<file path="src/design/rlpe_pkg.sv">
// Package for the RLP item and list encoder: item kinds, header codes,
// widths and the per-item result burst type. No dependencies.
`timescale 1ns / 1ps

package rlpe_pkg;

    // Width of the item_length field and the number of its bits that count
    localparam int LEN_FIELD_W = 32;
    localparam int LENGTH_BITS = 32;
    localparam int LEN_BYTES   = LEN_FIELD_W / 8;
    // One header byte plus up to LEN_BYTES length bytes
    localparam int MAX_RESULTS = LEN_BYTES + 1;
    localparam int CNT_W       = $clog2(MAX_RESULTS + 1);
    localparam int NB_W        = $clog2(LEN_BYTES + 1);

    // Header codes
    localparam logic [7:0] HDR_STR_SHORT  = 8'h80;
    localparam logic [7:0] HDR_STR_LONG   = 8'hb7;
    localparam logic [7:0] HDR_LIST_SHORT = 8'hc0;
    localparam logic [7:0] HDR_LIST_LONG  = 8'hf7;
    localparam logic [7:0] HDR_SINGLE_HI  = 8'h81;
    localparam int         SHORT_MAX      = 55;

    // Configuration register indexes
    localparam logic [0:0] REG_ZERO_AS_EMPTY = 1'b0;

    typedef enum logic [1:0] {
        KIND_STRING  = 2'd0,
        KIND_PAYLOAD = 2'd1,
        KIND_LIST    = 2'd2,
        KIND_UNUSED  = 2'd3
    } t_kind;

    // Result bytes of one item, byte 0 goes out first
    typedef struct packed {
        logic [MAX_RESULTS-1:0][7:0] bytes;
        logic [CNT_W-1:0]            count;
        logic                        err;
    } t_burst;

endpackage

</file>
<file path="src/design/rlpe_cfg.sv">
// APB configuration register for the RLP encoder (zero_as_empty).
// Depends on rlpe_pkg.
`timescale 1ns / 1ps

module rlpe_cfg import rlpe_pkg::*; (
    input  logic        i_clk,
    input  logic        i_rst_n,
    input  logic        psel,
    input  logic        penable,
    input  logic        pwrite,
    input  logic [2:0]  paddr,
    input  logic [31:0] pwdata,
    output logic [31:0] prdata,
    output logic        pready,
    output logic        o_zero_as_empty
);

    logic r_zero_as_empty;
    logic w_wr;

    assign pready = 1'b1;
    assign w_wr   = psel && penable && pwrite && (paddr[2] == REG_ZERO_AS_EMPTY);

    // Register write
    always_ff @(posedge i_clk) begin
        if (!i_rst_n) begin
            r_zero_as_empty <= 1'b1;
        end else if (w_wr) begin
            r_zero_as_empty <= pwdata[0];
        end
    end

    // Read back, unmapped addresses read zero
    assign prdata = (paddr[2] == REG_ZERO_AS_EMPTY) ? {31'd0, r_zero_as_empty} : 32'd0;
    assign o_zero_as_empty = r_zero_as_empty;

endmodule

</file>
<file path="src/design/rlpe_encode.sv">
// Input register, encoder state and header/payload encoding of one item
// into a burst of up to MAX_RESULTS bytes. Depends on rlpe_pkg.
`timescale 1ns / 1ps

module rlpe_encode import rlpe_pkg::*; (
    input  logic                   i_clk,
    input  logic                   i_rst_n,
    input  logic                   i_valid,
    output logic                   o_ready,
    input  t_kind                  i_kind,
    input  logic [LEN_FIELD_W-1:0] i_item_length,
    input  logic [7:0]             i_data_byte,
    input  logic                   i_zero_as_empty,
    input  logic                   i_buf_free,
    output logic                   o_load,
    output t_burst                 o_burst
);

    logic                   r_in_valid;
    t_kind                  r_kind;
    logic [LEN_FIELD_W-1:0] r_len;
    logic [7:0]             r_byte;
    logic [LEN_FIELD_W-1:0] r_remaining;
    logic                   r_single;
    logic [LEN_FIELD_W-1:0] n_remaining;
    logic                   n_single;

    logic [LEN_FIELD_W-1:0]          w_len;
    logic [LEN_BYTES-1:0][7:0]       w_len_bytes;
    logic [NB_W-1:0]                 w_nbytes;
    logic                            w_short;
    logic [MAX_RESULTS-1:0][7:0]     w_long;
    logic [NB_W-1:0]                 w_sh;
    t_burst                          w_burst;

    assign o_load  = r_in_valid && i_buf_free;
    assign o_ready = !r_in_valid || i_buf_free;

    // Input register
    always_ff @(posedge i_clk) begin
        if (!i_rst_n) begin
            r_in_valid <= 1'b0;
        end else if (i_valid && o_ready) begin
            r_in_valid <= 1'b1;
        end else if (o_load) begin
            r_in_valid <= 1'b0;
        end
    end

    always_ff @(posedge i_clk) begin
        if (i_valid && o_ready) begin
            r_kind <= i_kind;
            r_len  <= i_item_length;
            r_byte <= i_data_byte;
        end
    end

    // Keep only the low LENGTH_BITS bits of the length
    always_comb begin
        for (int i = 0; i < LEN_FIELD_W; i++) begin
            w_len[i] = r_len[i] && (i < LENGTH_BITS);
        end
    end

    assign w_len_bytes = w_len;
    assign w_short     = (w_len <= LEN_FIELD_W'(SHORT_MAX));

    // Number of significant length bytes
    always_comb begin
        w_nbytes = NB_W'(1);
        for (int i = 1; i < LEN_BYTES; i++) begin
            if (w_len_bytes[i] != 8'd0) begin
                w_nbytes = NB_W'(i + 1);
            end
        end
    end

    // Length bytes of a long header, most significant first after the header
    always_comb begin
        w_long = '0;
        w_sh   = '0;
        for (int k = 1; k <= LEN_BYTES; k++) begin
            w_sh = w_nbytes - NB_W'(k);
            if (NB_W'(k) <= w_nbytes) begin
                w_long[k] = w_len_bytes[w_sh[$clog2(LEN_BYTES)-1:0]];
            end
        end
    end

    // Encoding and next state
    always_comb begin
        w_burst     = '0;
        n_remaining = r_remaining;
        n_single    = r_single;
        case (r_kind)
            KIND_STRING: begin
                n_remaining = '0;
                n_single    = 1'b0;
                if (w_len == '0) begin
                    w_burst.bytes[0] = HDR_STR_SHORT;
                    w_burst.count    = CNT_W'(1);
                end else if (w_len == LEN_FIELD_W'(1)) begin
                    n_single = 1'b1;
                end else begin
                    n_remaining = w_len;
                    if (w_short) begin
                        w_burst.bytes[0] = HDR_STR_SHORT + w_len[7:0];
                        w_burst.count    = CNT_W'(1);
                    end else begin
                        w_burst.bytes    = w_long;
                        w_burst.bytes[0] = HDR_STR_LONG + 8'(w_nbytes);
                        w_burst.count    = CNT_W'(w_nbytes) + CNT_W'(1);
                    end
                end
            end
            KIND_LIST: begin
                n_remaining = '0;
                n_single    = 1'b0;
                if (w_short) begin
                    w_burst.bytes[0] = HDR_LIST_SHORT + w_len[7:0];
                    w_burst.count    = CNT_W'(1);
                end else begin
                    w_burst.bytes    = w_long;
                    w_burst.bytes[0] = HDR_LIST_LONG + 8'(w_nbytes);
                    w_burst.count    = CNT_W'(w_nbytes) + CNT_W'(1);
                end
            end
            KIND_PAYLOAD: begin
                if (r_single) begin
                    n_single = 1'b0;
                    if ((r_byte == 8'd0) && i_zero_as_empty) begin
                        w_burst.bytes[0] = HDR_STR_SHORT;
                        w_burst.count    = CNT_W'(1);
                    end else if (!r_byte[7]) begin
                        w_burst.bytes[0] = r_byte;
                        w_burst.count    = CNT_W'(1);
                    end else begin
                        w_burst.bytes[0] = HDR_SINGLE_HI;
                        w_burst.bytes[1] = r_byte;
                        w_burst.count    = CNT_W'(2);
                    end
                end else if (r_remaining != '0) begin
                    n_remaining      = r_remaining - LEN_FIELD_W'(1);
                    w_burst.bytes[0] = r_byte;
                    w_burst.count    = CNT_W'(1);
                end else begin
                    // stray payload byte: passed through and flagged
                    w_burst.bytes[0] = r_byte;
                    w_burst.count    = CNT_W'(1);
                    w_burst.err      = 1'b1;
                end
            end
            default: begin
                w_burst = '0;
            end
        endcase
    end

    // Encoder state, updated as the item moves into the output buffer
    always_ff @(posedge i_clk) begin
        if (!i_rst_n) begin
            r_remaining <= '0;
            r_single    <= 1'b0;
        end else if (o_load) begin
            r_remaining <= n_remaining;
            r_single    <= n_single;
        end
    end

    assign o_burst = w_burst;

endmodule

</file>
<file path="src/design/rlpe_out_buf.sv">
// Output buffer for the RLP encoder: holds one item's result burst and shifts
// it out one byte per cycle while m_axis_tready is high. Depends on rlpe_pkg.
`timescale 1ns / 1ps

module rlpe_out_buf import rlpe_pkg::*; (
    input  logic       i_clk,
    input  logic       i_rst_n,
    input  logic       i_load,
    input  t_burst     i_burst,
    output logic       o_buf_free,
    output logic       m_axis_tvalid,
    input  logic       m_axis_tready,
    output logic [7:0] m_axis_tdata,   // [7:0] out_byte
    output logic       m_axis_tlast,   // run_last
    output logic       m_axis_tuser    // [0] stray_error
);

    logic [MAX_RESULTS-1:0][7:0] r_bytes;
    logic [CNT_W-1:0]            r_rem;
    logic                        r_err;
    logic                        w_pop;

    assign w_pop      = m_axis_tvalid && m_axis_tready;
    assign o_buf_free = (r_rem == '0) || ((r_rem == CNT_W'(1)) && m_axis_tready);

    // Count of bytes still to send
    always_ff @(posedge i_clk) begin
        if (!i_rst_n) begin
            r_rem <= '0;
        end else if (i_load) begin
            r_rem <= i_burst.count;
        end else if (w_pop) begin
            r_rem <= r_rem - CNT_W'(1);
        end
    end

    // Byte shift register
    always_ff @(posedge i_clk) begin
        if (i_load) begin
            r_bytes <= i_burst.bytes;
            r_err   <= i_burst.err;
        end else if (w_pop) begin
            r_bytes <= r_bytes >> 8;
        end
    end

    assign m_axis_tvalid = (r_rem != '0);
    assign m_axis_tdata  = r_bytes[0];
    assign m_axis_tlast  = (r_rem == CNT_W'(1));
    assign m_axis_tuser  = r_err;

endmodule

</file>
<file path="src/design/rlp_item_and_list_encoder_unit.sv">
// RLP item and list encoder, top level. An accepted item passes the input
// register, then the output buffer. Throughput: one item per cycle for items
// giving at most one byte, while m_axis_tready is high; an item giving k bytes
// holds the output buffer until all k are taken (k up to 5, long headers).
// Reset (synchronous, active low) empties both stages, clears the string
// state and sets zero_as_empty to 1. Depends on rlpe_pkg and submodules.
`timescale 1ns / 1ps

module rlp_item_and_list_encoder_unit import rlpe_pkg::*; (
    input  logic        i_clk,
    input  logic        i_rst_n,
    // item input
    input  logic        s_axis_tvalid,
    output logic        s_axis_tready,
    input  logic [39:0] s_axis_tdata,   // [31:0] item_length, [39:32] data_byte
    input  logic [1:0]  s_axis_tuser,   // [1:0] kind
    // result output
    output logic        m_axis_tvalid,
    input  logic        m_axis_tready,
    output logic [7:0]  m_axis_tdata,   // [7:0] out_byte
    output logic        m_axis_tlast,   // run_last
    output logic        m_axis_tuser,   // [0] stray_error
    // configuration
    input  logic        psel,
    input  logic        penable,
    input  logic        pwrite,
    input  logic [2:0]  paddr,
    input  logic [31:0] pwdata,
    output logic [31:0] prdata,
    output logic        pready
);

    logic   w_zero_as_empty;
    logic   w_buf_free;
    logic   w_load;
    t_burst w_burst;

    rlpe_cfg u_cfg (
        .i_clk           (i_clk),
        .i_rst_n         (i_rst_n),
        .psel            (psel),
        .penable         (penable),
        .pwrite          (pwrite),
        .paddr           (paddr),
        .pwdata          (pwdata),
        .prdata          (prdata),
        .pready          (pready),
        .o_zero_as_empty (w_zero_as_empty)
    );

    rlpe_encode u_encode (
        .i_clk           (i_clk),
        .i_rst_n         (i_rst_n),
        .i_valid         (s_axis_tvalid),
        .o_ready         (s_axis_tready),
        .i_kind          (t_kind'(s_axis_tuser)),
        .i_item_length   (s_axis_tdata[31:0]),
        .i_data_byte     (s_axis_tdata[39:32]),
        .i_zero_as_empty (w_zero_as_empty),
        .i_buf_free      (w_buf_free),
        .o_load          (w_load),
        .o_burst         (w_burst)
    );

    rlpe_out_buf u_out_buf (
        .i_clk         (i_clk),
        .i_rst_n       (i_rst_n),
        .i_load        (w_load),
        .i_burst       (w_burst),
        .o_buf_free    (w_buf_free),
        .m_axis_tvalid (m_axis_tvalid),
        .m_axis_tready (m_axis_tready),
        .m_axis_tdata  (m_axis_tdata),
        .m_axis_tlast  (m_axis_tlast),
        .m_axis_tuser  (m_axis_tuser)
    );

    // A stray-byte flag only rides on a single-byte result
    a_err_is_last: assert property (@(posedge i_clk) disable iff (!i_rst_n)
        (m_axis_tvalid && m_axis_tuser) |-> m_axis_tlast)
        else $error("stray error on a non-final byte");

    // Input stalls only while results are waiting at the output
    a_stall_cause: assert property (@(posedge i_clk) disable iff (!i_rst_n)
        !s_axis_tready |-> m_axis_tvalid)
        else $error("input stalled with empty output buffer");

    // A new burst never overwrites bytes not yet taken
    a_no_overwrite: assert property (@(posedge i_clk) disable iff (!i_rst_n)
        w_load |-> (!m_axis_tvalid || (m_axis_tready && m_axis_tlast)))
        else $error("burst loaded over pending bytes");

endmodule
</file>
<file path="config.mk">
export PLATFORM = sky130hd
export DESIGN_NAME = rlp_item_and_list_encoder_unit
export DESIGN_NICKNAME = d
export VERILOG_FILES = /design/src/design/rlpe_pkg.sv /design/src/design/rlpe_cfg.sv /design/src/design/rlpe_encode.sv /design/src/design/rlpe_out_buf.sv /design/src/design/rlp_item_and_list_encoder_unit.sv
export SDC_FILE = /design/constraint.sdc
export NUM_CORES = 1
export LEC_CHECK = 0
export BUFFER_PORTS_ARGS = -buffer_cell sky130_fd_sc_hd__buf_2
export CAP_MARGIN = 20
export CORE_ASPECT_RATIO = 0.8
export CORE_MARGIN = 5
export CORE_UTILIZATION = 39
export DETAILED_ROUTE_END_ITERATION = 10
export GPL_ROUTABILITY_DRIVEN = 0
export PLACE_DENSITY = 0.71
export SLEW_MARGIN = 20
export SYNTH_ARGS = -nofsm -noshare
export SYNTH_HDL_FRONTEND = slang
export SYNTH_SLANG_ARGS = --single-unit
</file>
<file path="constraint.sdc">
create_clock -name i_clk -period 8.85 [get_ports i_clk]
set_input_delay 0.4425 -clock i_clk [delete_from_list [all_inputs] [get_ports i_clk]]
set_output_delay 0.4425 -clock i_clk [all_outputs]
set_load 0.005 [all_outputs]
</file>
==> metrics.md <==
| Metric | Value |
|---|---|
| Status | `completed` |
| DR iter-0 viols | `924` |
| Crit start category | `flip-flop` |
| Netlist cell types | `71` |
| Reg clk slew, reported paths | `~0.06 ns` |
| Synth area leader | `edfxtp_1` |
| # clock sinks | `between 100 and 150` |
| Gr ovfl total | `0` |
| Post-synth top area share | `35.6%` |
| Detailed-route via count | `about 6000` |
| Num CTS Buffers | `17` |
| Total track usage | `19.3%` |
| Post-place setup slack | `5.20 ns` |
| Tmin final | `between 3 and 4 ns` |
| Total Neg Setup Slack | `0 ns` |
| Vias/cell | `~6` |
| Worst Path Required | `9.01 ns` |
| Antenna Cells | `0` |
| Number of global-route vias before repair | `5464` |
| Post-route setup slack | `5.13 ns` |
| Core area | `roughly 17000 um2` |
| Ports | `129` |
| Share of layout cells above drive strength 1 | `17.8%` |
| Clock Tree Buf Depth | `2` |
| Arr. time, crit path | `about 3.9 ns` |
| Cell Rows | `43` |
| Slew margin rel. | `24.5%` |
| Mapped Area | `7000 um2` |
| Synth top area cells | `edfxtp_1 (36%), dfxtp_1 (11%), buf_4 (4.4%)` |
| ANT nets after route | `0` |
| Syn-to-layout area delta | `13.6%` |
| Leak | `2.95 nW` |
| Post-cts sizing count | `0` |
| Die height | `130 um` |
| Setup Crit Path Kind | `reg -> reg` |
| RSZ-0062 raised after global routing | `false` |
| Largest net degree at the start of global routing | `48` |
| Syn_area_per_cell | `approximately 9.9 um2` |
| Drt first pass iters | `6` |
| Ys async rst share | `0%` |
| Top_reg_cell synth | `edfxtp_1` |
| Crit-path max FO | `18` |
| Hold Crit Class | `in -> reg` |
| Final Util | `45.5%` |
| Root Buffer | `clkbuf_16` |
| Drt wl/cell | `20.8 um` |
| Port buffer count | `63` |
| Max Clk Rate | `269 MHz` |
| Final count of negative-setup-slack endpoints | `0` |
| Fin. Hold Viols | `0` |
| Slew Limit Fails | `0` |
| Count of state elements after synthesis | `121` |
| Top-count cell post-synth | `edfxtp_1` |
| Die X | `160 um` |
| Period Utilization, post-route | `~42%` |
| First-pass GRT wire length | `between 30000 and 40000 um` |
| Top cells by count, synth | `edfxtp_1 (83), a21oi_1 (51), nand2_1 (45), buf_4 (41)` |
| Postcts setup bufs | `0` |
| Clk_lat worst skew | `0.43 ns` |
| Starting Density | `40.0%` |
| Post-Syn Instances | `709` |
| CTS tree | `yes` |
| Crit end category | `flip-flop` |
| PwrDens | `332 nW/um2` |
| EDFF count, synth | `83` |
| Worst-margin pin slew | `1.13 ns` |
| Yosys warns | `0` |
| Initial antenna violation count | `0` |
| H-tree levels | `4` |
| Remaining DRCs | `0` |
| Sequential area share after synthesis | `46.5%` |
| Drt total wl | `20500 um` |
| VDD IR max | `roughly 0.16 mV` |
| Detail Placement HPWL | `13900 um` |
| Final #Nets | `847` |
| FF-to-FF path depth | `8` |
| Max cap viols | `0` |
| Die area | `20700 um2` |
| Clk_skew | `0.0105 ns` |
| Hold_buf cts | `0` |
| Worst hold path stage count | `1` |
-- placed cells by master (no fill, tap or decap), types with 9 or more instances in the layout --
cell type	n
a22oi_1	19
clkbuf_16	17
nand2_1	45
a311oi_1	11
buf_4	9
nand3_1	19
inv_1	21
dfxtp_1	38
and3_1	12
a31oi_1	10
a211oi_1	22
nor4_1	22
a221oi_1	10
edfxtp_1	83
buf_2	63
a22o_1	9
nor3_1	15
a32o_1	9
or4_1	13
conb_1	32
nor2_1	38
o21ai_0	22
o31ai_1	11
and2_1	13
a21oi_1	49
ha_1	14
-- flip-flops by register name, indices dropped and copies added (netlist names) --
register	cells
u_cfg.o_zero_as_empty	1
u_encode.r_byte	8
u_encode.r_in_valid	1
u_encode.r_kind	2
u_encode.r_len	32
u_encode.r_remaining	32
u_encode.r_single	1
u_out_buf.m_axis_tdata	8
u_out_buf.m_axis_tuser	1
u_out_buf.r_bytes	32
u_out_buf.r_rem	3
-- kinds of logic after synthesis --
logic type,after synthesis,synth area share [%]
flip-flops,121,46.5
other,2,0.107
buffers and inverters,106,8.06
AND/OR/NAND/NOR,222,17.3
multiplexers,5,0.751
XOR/XNOR,13,1.63
AO/OA/AOI/OAI,226,23.2
adder cells (fa/ha/maj),14,2.50
-- report_power, final --
group          switching (mW)  internal [mW]
Clock                   0.296          0.426
Combinational           0.587          0.372
Sequential              0.133          0.828
Total                    1.02           1.63
-- path summary, 6_finish.rpt --
check / from / end / slack [ns]
worst min-delay path: s_axis_tdata[9] / u_encode.r_len[9] / 0.19
worst max register to register: u_encode.r_len[20] / u_out_buf.r_bytes[13] / 5.13
worst max-delay path: u_encode.r_len[20] / u_out_buf.r_bytes[13] / 5.13
worst min register to register: u_encode.r_remaining[31] / u_encode.r_remaining[31] / 0.52
-- worst max-delay path: stages, from the launching register on --
cell,delay [ns]
edfxtp_1,0.52
or4_1,0.61
a211oi_1,0.24
buf_4,0.23
nor2_1,0.11
ha_1,0.66
inv_1,0.38
and2_1,0.24
o31ai_1,0.45
-- area by class of cell --
cell class	instances	area, um2
timing repair buffer	74	408
clock buffer	17	425
inverter	23	86.3
tap	225	282
multi-input combinational	512	3320
clock inverter	15	179
fill	1652	9530
sequential	121	3250
-- stage by stage --
step	cells	area, um2	hold WS [ns]	total power [mW]
after global placement	953	7320	0.490	1.87
after floorplan	739	7110	0.460	1.66
after CTS	985	7920	0.175	2.62
final	987	7950	0.189	2.64
after global routing	987	7950	0.166	2.79
after detailed placement	953	7320	0.501	1.89
-- metal layers --
layer | routed length [um] | share of wire, % | global-route usage (%) | vias to the layer above
met1 | 9200 | 45 | 28.4 | 2886
met2 | 8580 | 42 | 27.3 | 369
met5 | 0 | 0 | 0 | -
met4 | 233 | 1.1 | 5.11 | 0
met3 | 2530 | 12 | 6.16 | 20
li1 | - | - | - | 2800
Power figures use the tool's default switching activity.
